[config.mk]
export PLATFORM = sky130hd
export DESIGN_NAME = software_timer_table_top
export DESIGN_NICKNAME = d
export VERILOG_FILES = /design/src/stt_pkg.sv /design/src/stt_cell.sv /design/src/stt_proc.sv /design/src/software_timer_table_top.sv
export SDC_FILE = /design/constraint.sdc
export NUM_CORES = 2
export LEC_CHECK = 0
export BUFFER_PORTS_ARGS = -buffer_cell sky130_fd_sc_hd__buf_2
export CELL_PAD_IN_SITES_DETAIL_PLACEMENT = 0
export CELL_PAD_IN_SITES_GLOBAL_PLACEMENT = 2
export CORE_ASPECT_RATIO = 1.75
export CORE_MARGIN = 3
export CORE_UTILIZATION = 40
export DETAILED_ROUTE_END_ITERATION = 16
export GPL_TIMING_DRIVEN = 0
export PLACE_DENSITY_LB_ADDON = 0.1
export SYNTH_ARGS = -nofsm -noshare
export SYNTH_HDL_FRONTEND = slang
export SYNTH_SLANG_ARGS = --single-unit
[constraint.sdc]
create_clock -name clk -period 20.9 [get_ports clk]
set_input_delay 2.09 -clock clk [delete_from_list [all_inputs] [get_ports clk]]
set_output_delay 2.09 -clock clk [all_outputs]
set_load 0.1 [all_outputs]
[src/stt_pkg.sv]
// Shared types and constants for the software timer table.
// No dependencies; used by stt_cell, stt_proc, software_timer_table_top and the testbench.
package stt_pkg;

  localparam int unsigned DefNumTimers = 8;
  localparam int unsigned TimeW        = 32;
  localparam int unsigned IdxW         = 3;
  localparam int unsigned InDataW      = 104;
  localparam int unsigned OutDataW     = 40;

  localparam logic [TimeW-1:0] NonePending = '1;

  typedef enum logic [1:0] {
    MODE_STOP   = 2'd0,
    MODE_SINGLE = 2'd1,
    MODE_CONT   = 2'd2,
    MODE_UNDEF  = 2'd3
  } mode_t;

  typedef enum logic {
    OP_ELAPSE  = 1'b0,
    OP_INSTALL = 1'b1
  } op_t;

  typedef enum logic [1:0] {
    ST_IDLE,
    ST_SCAN,
    ST_FINAL
  } state_t;

  typedef struct packed {
    logic [TimeW-1:0] delay_left;
    logic [TimeW-1:0] countdown;
    logic [TimeW-1:0] reload_value;
    logic [1:0]       timer_mode;
    logic             armed;
    logic             expired_once;
  } entry_t;

  // Result of visiting one entry during a scan
  typedef struct packed {
    logic             fire;
    logic             has_rem;
    logic [TimeW-1:0] rem;
  } visit_t;

endpackage

[src/stt_cell.sv]
// One cell of the timer ring: holds one table entry.
// Depends on stt_pkg.
module stt_cell (
  input  logic           clk,
  input  logic           rst_n,
  input  logic           load_en,
  input  stt_pkg::entry_t load_d,
  input  logic           shift_en,
  input  stt_pkg::entry_t shift_d,
  output stt_pkg::entry_t q
);
  import stt_pkg::*;

  entry_t q_r;
  entry_t q_nxt;

  always_comb begin
    q_nxt = q_r;
    if (load_en) begin
      q_nxt = load_d;
    end else if (shift_en) begin
      q_nxt = shift_d;
    end
  end

  always_ff @(posedge clk) begin
    if (!rst_n) begin
      q_r <= '0;
    end else begin
      q_r <= q_nxt;
    end
  end

  assign q = q_r;

endmodule

[src/stt_proc.sv]
// Update logic for the entry at the head of the ring during an elapse scan.
// Depends on stt_pkg.
module stt_proc (
  input  stt_pkg::entry_t              ent_i,
  input  logic [stt_pkg::TimeW-1:0]    lap,
  output stt_pkg::entry_t              ent_o,
  output stt_pkg::visit_t              visit
);
  import stt_pkg::*;

  logic             active;
  logic [TimeW-1:0] rest;
  logic [TimeW-1:0] cnt_after;

  always_comb begin
    active = ent_i.armed && ((ent_i.timer_mode == MODE_CONT) ||
             ((ent_i.timer_mode == MODE_SINGLE) && !ent_i.expired_once));
    rest      = lap - ent_i.delay_left;
    cnt_after = (ent_i.countdown > rest) ? (ent_i.countdown - rest) : '0;
    ent_o     = ent_i;
    visit     = '0;
    if (active) begin
      if (ent_i.delay_left <= lap) begin
        if (ent_i.delay_left != '0) begin
          ent_o.delay_left = '0;
          ent_o.countdown  = cnt_after;
          if (cnt_after == '0) begin
            visit.fire = 1'b1;
          end else begin
            visit.has_rem = 1'b1;
            visit.rem     = cnt_after;
          end
        end else if (ent_i.countdown <= lap) begin
          visit.fire = 1'b1;
        end else begin
          ent_o.countdown = ent_i.countdown - lap;
          visit.has_rem   = 1'b1;
          visit.rem       = ent_i.countdown - lap;
        end
      end else begin
        ent_o.delay_left = ent_i.delay_left - lap;
        visit.has_rem    = 1'b1;
        visit.rem        = ent_i.delay_left - lap;
      end
      if (visit.fire) begin
        ent_o.countdown    = ent_i.reload_value;
        ent_o.expired_once = 1'b1;
        if (ent_i.timer_mode == MODE_SINGLE) begin
          ent_o.armed = 1'b0;
        end
        // a continuous entry counts with its reloaded countdown
        if (ent_i.timer_mode == MODE_CONT) begin
          visit.has_rem = 1'b1;
          visit.rem     = ent_i.reload_value;
        end
      end
    end
  end

endmodule

[src/software_timer_table_top.sv]
// Top level of the software timer table: a ring of entry cells, head update and control.
// Depends on stt_pkg, stt_cell and stt_proc.
//
//  channel | dir | tdata                                              | tuser     | tlast
//  in_     | in  | timer_index, mode, initial_delay, period, elapsed  | operation | -
//  out_    | out | fired_index, next_timeout                          | fired     | last
//
// An install or a zero elapse is handled while idle, and its summary word is registered directly.
// A nonzero elapse rotates the ring once, one entry per cycle through the head update
// while the output slot is free, then issues the summary word from ST_FINAL.
// A stalled output holds the rotation; input is taken only while idle.
// Reset (synchronous, rst_n low) clears every entry and sets no pending timeout.
module software_timer_table_top #(
  parameter int unsigned NUM_TIMERS = stt_pkg::DefNumTimers
) (
  input  logic                         clk,
  input  logic                         rst_n,
  input  logic                         in_tvalid,
  output logic                         in_tready,
  // [2:0] timer_index, [4:3] mode, [36:5] initial_delay, [68:37] period,
  // [100:69] elapsed, [103:101] zero
  input  logic [stt_pkg::InDataW-1:0]  in_tdata,
  // [0] operation
  input  logic                         in_tuser,
  output logic                         out_tvalid,
  input  logic                         out_tready,
  // [2:0] fired_index, [34:3] next_timeout, [39:35] zero
  output logic [stt_pkg::OutDataW-1:0] out_tdata,
  // [0] fired
  output logic                         out_tuser,
  output logic                         out_tlast
);
  import stt_pkg::*;

  localparam int unsigned StepW = (NUM_TIMERS > 1) ? $clog2(NUM_TIMERS) : 1;

  logic [IdxW-1:0]  in_idx;
  logic [1:0]       in_mode;
  logic [TimeW-1:0] in_dly;
  logic [TimeW-1:0] in_per;
  logic [TimeW-1:0] in_lap;

  assign in_idx  = in_tdata[2:0];
  assign in_mode = in_tdata[4:3];
  assign in_dly  = in_tdata[36:5];
  assign in_per  = in_tdata[68:37];
  assign in_lap  = in_tdata[100:69];

  state_t state_r, state_nxt;
  logic [StepW-1:0] step_r, step_nxt;
  logic [TimeW-1:0] lap_r, lap_nxt;
  logic [TimeW-1:0] soon_r, soon_nxt;
  logic             ov_r, ov_nxt;
  logic             ofired_r, ofired_nxt;
  logic [IdxW-1:0]  oidx_r, oidx_nxt;
  logic [TimeW-1:0] onext_r, onext_nxt;
  logic             olast_r, olast_nxt;

  logic    slot_free;
  logic    in_acc;
  logic    is_install;
  logic    idx_ok;
  logic    inst_armed;
  logic    shift_en;
  entry_t  inst_ent;
  entry_t  cell_q [NUM_TIMERS];
  entry_t  head_new;
  visit_t  visit;
  logic [TimeW-1:0] inst_rem;

  assign slot_free  = !ov_r || out_tready;
  assign in_tready  = (state_r == ST_IDLE) && slot_free;
  assign in_acc     = in_tvalid && in_tready;
  assign is_install = (in_tuser == OP_INSTALL);
  assign idx_ok     = 32'(in_idx) < NUM_TIMERS;
  assign inst_armed = (in_mode == MODE_SINGLE) || (in_mode == MODE_CONT);
  assign inst_rem   = (in_dly != '0) ? in_dly : in_per;
  assign shift_en   = (state_r == ST_SCAN) && slot_free;

  always_comb begin
    inst_ent              = '0;
    inst_ent.delay_left   = in_dly;
    inst_ent.countdown    = in_per;
    inst_ent.reload_value = in_per;
    inst_ent.timer_mode   = in_mode;
    inst_ent.armed        = inst_armed;
    inst_ent.expired_once = 1'b0;
  end

  stt_proc u_proc (
    .ent_i (cell_q[0]),
    .lap   (lap_r),
    .ent_o (head_new),
    .visit (visit)
  );

  for (genvar g = 0; g < NUM_TIMERS; g++) begin : g_cell
    entry_t sd;
    logic   ld;
    assign sd = (g == NUM_TIMERS - 1) ? head_new : cell_q[(g + 1) % NUM_TIMERS];
    assign ld = in_acc && is_install && idx_ok && (32'(in_idx) == g);
    stt_cell u_cell (
      .clk      (clk),
      .rst_n    (rst_n),
      .load_en  (ld),
      .load_d   (inst_ent),
      .shift_en (shift_en),
      .shift_d  (sd),
      .q        (cell_q[g])
    );
  end

  // next state
  always_comb begin
    state_nxt = state_r;
    unique case (state_r)
      ST_IDLE: begin
        if (in_acc && !is_install && (in_lap != '0)) begin
          state_nxt = ST_SCAN;
        end
      end
      ST_SCAN: begin
        if (slot_free && (32'(step_r) == NUM_TIMERS - 1)) begin
          state_nxt = ST_FINAL;
        end
      end
      ST_FINAL: begin
        if (slot_free) begin
          state_nxt = ST_IDLE;
        end
      end
      default: state_nxt = ST_IDLE;
    endcase
  end

  // datapath and output word
  always_comb begin
    step_nxt   = step_r;
    lap_nxt    = lap_r;
    soon_nxt   = soon_r;
    ov_nxt     = ov_r && !out_tready;
    ofired_nxt = ofired_r;
    oidx_nxt   = oidx_r;
    onext_nxt  = onext_r;
    olast_nxt  = olast_r;
    unique case (state_r)
      ST_IDLE: begin
        if (in_acc) begin
          if (is_install || (in_lap == '0)) begin
            if (is_install && idx_ok && inst_armed && (inst_rem < soon_r)) begin
              soon_nxt = inst_rem;
            end
            ov_nxt     = 1'b1;
            ofired_nxt = 1'b0;
            oidx_nxt   = '0;
            onext_nxt  = (is_install && idx_ok && inst_armed && (inst_rem < soon_r)) ?
                         inst_rem : soon_r;
            olast_nxt  = 1'b1;
          end else begin
            lap_nxt  = in_lap;
            soon_nxt = NonePending;
            step_nxt = '0;
          end
        end
      end
      ST_SCAN: begin
        if (slot_free) begin
          step_nxt = step_r + 1'b1;
          if (visit.has_rem && (visit.rem < soon_r)) begin
            soon_nxt = visit.rem;
          end
          if (visit.fire) begin
            ov_nxt     = 1'b1;
            ofired_nxt = 1'b1;
            oidx_nxt   = IdxW'(step_r);
            onext_nxt  = '0;
            olast_nxt  = 1'b0;
          end
        end
      end
      ST_FINAL: begin
        if (slot_free) begin
          ov_nxt     = 1'b1;
          ofired_nxt = 1'b0;
          oidx_nxt   = '0;
          onext_nxt  = soon_r;
          olast_nxt  = 1'b1;
        end
      end
      default: ;
    endcase
  end

  always_ff @(posedge clk) begin
    if (!rst_n) begin
      state_r <= ST_IDLE;
      step_r  <= '0;
      soon_r  <= NonePending;
      ov_r    <= 1'b0;
    end else begin
      state_r <= state_nxt;
      step_r  <= step_nxt;
      soon_r  <= soon_nxt;
      ov_r    <= ov_nxt;
    end
  end

  always_ff @(posedge clk) begin
    lap_r    <= lap_nxt;
    ofired_r <= ofired_nxt;
    oidx_r   <= oidx_nxt;
    onext_r  <= onext_nxt;
    olast_r  <= olast_nxt;
  end

  assign out_tvalid = ov_r;
  assign out_tdata  = {5'd0, onext_r, oidx_r};
  assign out_tuser  = ofired_r;
  assign out_tlast  = olast_r;

endmodule

==> results.yml <==
run_status:
  status: "finished with violations"
  violations: "capacitance limit, slew limit"
clock_network:
  cts_tree: "yes"
  cts-htree-levels: 3
  postCtsSetupBuffers: 0
  cts-buffers-inserted: 91
  hold_buffers: 0
  clk_latency_ns: 0.77
  path_clk_slew_ns: 0.07
  cts_resized: 0
  cts_buffer_depth: 3
  root_buffer: "clkbuf_16"
  clock_sinks: 907
power_and_ir_drop:
  pwr-share-comb_pct: 34.5
  seqPwrFrac_pct: 35.0
  intPower_mw: 3.31
  p_leak_nw: 19.0
  switching_share_pct: 43.4
  clockPowerShare_pct: 30.5
  p_switching_mw: 2.53
  powerDensity_mw_per_mm2: 108
  max-vdd-ir-drop_mv: 0.0805
sta:
  skew_ns: 0.0735
  hold_ws_ns: 0.462
  drv_slew: 59
  setup_ws_ns: 6.71
  finalHoldViolCount: 0
  finalCriticalPeriod_ns: 14.19
  fmax_ghz: 0.0705
  setup-tns-final_ns: 0
  min_period_over_period_pct: 67.9
  tightest_slew_ns: 1.64
  setup_viol: 0
  rsz0062_at_grt: "no"
  max-slew-margin-rel_pct: -9.11
synth:
  synth_top_area_share_pct: 34.9
  syn_area_sq_mm: 0.0481
  async_reset_ff_share_pct: 0
  synth_top_area_cell: "dfxtp_1"
  seq_area_frac_synth_pct: 39.2
  avgSynthCellArea_sq_um: 7.54
  syn_inst: 6378
  synth_commonest_cells: "nand2_1 (1659), dfxtp_1 (838), a31oi_1 (493)"
  ys_seq_elements: 907
  ys_types: 96
  synthTopCellsByArea: "dfxtp_1 (35%), nand2_1 (13%), a31oi_1 (6.4%)"
  synth-main-ff-cell: "dfxtp_1"
  synth-edff-count: 69
  synth_most_common_cell: "nand2_1"
  yosys_warnings: 0
die:
  fp.dieArea_sq_mm: 0.125
  die_h_um: 465
  core_sq_mm: 0.119
  pin_count: 153
  die_x_um: 268
  start_util_pct: 40.4
  row_count: 167
final_layout:
  fin_util_pct: 45.3
  final_nets: 6899
  drive_above_1_share_pct: 5.13
  syn_to_final_growth_pct: 12.1
worst_setup_path:
  cp_common_cell: "clkbuf_1"
  r2r_slack_ns: 6.71
  endpoint_kind: "flip-flop"
  r2r_cells: 39
  slowest_delay_ns: 0.94
  required_ns: 21.46
  r2r_end: "soon_r[17]$_SDFFE_PN1P_"
  critPathSlowestCell: "a21oi_1"
  critical_path_arrival_ns: 14.75
  cp_max_fo: 10
  start_kind: "flip-flop"
  r2r_start: "lap_r[5]$_DFFE_PP_"
  setup.worst_path.class: "reg -> reg"
worst_hold_path:
  hold_end: "g_cell[4].u_cell.q[24]$_SDFFE_PN0P_"
  holdPathStages: 2
  hp-class: "reg -> reg"
  worstHoldStart: "g_cell[5].u_cell.q[24]$_SDFFE_PN0P_"
drt:
  viasPerCell: 6.38
  drc_errors: 0
  wirelength_mm: 283
  drtIter0Drc: 4926
  drt-pass1-iter-count: 12
  via_count: 52358
  ant_nets: 0
  post_drt_wl_per_cell_um: 34.5
global_route:
  antenna_found_initial: 28
  grt_max_degree: 34
  track_usage_pct: 44.5
  grt_pass1_vias: 52167
  grt_overflow_total: 0
  grt_pass1_wl_mm: 390
place:
  portBuffers: 106
  hpwl_mm: 226
  routabilityCongestion: 1.10
  pre_cts_ws_ns: 7.47
job:
  maxCapViolations: 7
final cells by class:
class                      count  area, sq um
fill                       12508        65000
buffer                       546         2100
inverter                     176          661
multi-input combinational   4753        26600
clock inverter                37          497
clock buffer                 130         2650
tap                         1521         1900
sequential                   907        18800
timing repair buffer         116          623
antenna                       23         57.6
critical path, delay by kind of cell (launching register included):
family          cells  cell delay, ns
buf+inv             6            3.28
simple gates       10            2.66
compound gates     19            6.11
xor+xnor            1            0.51
fa+ha+maj           3            0.88
flops               1            0.49
how the worst max path moves through the flow:
stage	slack, ns	to	from	depth (start not counted)
after floorplan	7.99	oidx_r[0]$_SDFFCE_PN0P_	lap_r[3]$_DFFE_PP_	31
after global placement	-2.25	onext_r[4]$_DFFE_PP_	lap_r[5]$_DFFE_PP_	31
after detailed placement	7.47	soon_r[17]$_SDFFE_PN1P_	lap_r[5]$_DFFE_PP_	40
after CTS	7.34	soon_r[17]$_SDFFE_PN1P_	lap_r[5]$_DFFE_PP_	40
after global routing	6.51	soon_r[18]$_SDFFE_PN1P_	lap_r[5]$_DFFE_PP_	39
final	6.71	soon_r[17]$_SDFFE_PN1P_	lap_r[5]$_DFFE_PP_	39
cells in the final DEF, fill, tap and decap left out, types with 37 or more instances in the layout:
| cell | instances |
|---|---|
| a21o_1 | 87 |
| a31oi_1 | 491 |
| edfxtp_1 | 69 |
| clkbuf_16 | 91 |
| a21oi_1 | 311 |
| xnor2_1 | 60 |
| nor3_1 | 42 |
| buf_1 | 37 |
| clkbuf_1 | 502 |
| ha_1 | 195 |
| o21a_1 | 38 |
| nand3_1 | 108 |
| dfxtp_1 | 838 |
| o21ai_1 | 39 |
| o21ai_0 | 428 |
| o211ai_1 | 151 |
| buf_2 | 118 |
| inv_1 | 175 |
| a311oi_1 | 232 |
| nand2_1 | 1659 |
| nor2_1 | 403 |
layer usage:
metal | GRT usage, % | share of wire [%]
met1 | 42.1 | 32
met2 | 74.4 | 47
met3 | 10.8 | 7.0
met4 | 49.4 | 14
met5 | 0 | 0.0085
through the flow:
stage / cells / instance area (sq um) / total power, mW
2_1_floorplan: 6382 / 48100 / 3.18
3_3_place_gp: 8009 / 50500 / 4.02
3_5_place_dp: 8016 / 50600 / 4.02
4_1_cts: 8183 / 53800 / 5.76
5_1_grt: 8190 / 53800 / 5.97
6_report: 8209 / 53900 / 5.84
state kept, by name, summed over array words and instances, names as in the netlist:
register and flops:
state_r 2, out_tuser 1, onext_r 32, step_r 3, out_tvalid 1, g_cell.u_cell.q 800
oidx_r 3, soon_r 32, lap_r 32, out_tlast 1
cells by family after synthesis:
| family | Yosys count | synth area share (%) |
|---|---|---|
| and+or+nand+nor | 2436 | 20.8 |
| AOI/OAI and AO/OA | 2002 | 27.0 |
| DFF | 907 | 39.2 |
| buffers and inverters | 722 | 5.72 |
| adders and majority gates | 199 | 5.24 |
| xor gates and xnor gates | 93 | 1.69 |
| muxes | 18 | 0.377 |
| other | 1 | 0.00780 |
power by group through the flow:
stage,Clock [mW],Sequential [mW],Combinational [mW]
6_report,1.78,2.05,2.01
4_1_cts,1.78,2.04,1.95
3_3_place_gp,0,2.09,1.93
5_1_grt,1.84,2.05,2.08
2_1_floorplan,0,2.22,0.960
3_5_place_dp,0,2.08,1.94
No activity file was read; power rests on OpenSTA's default activity.
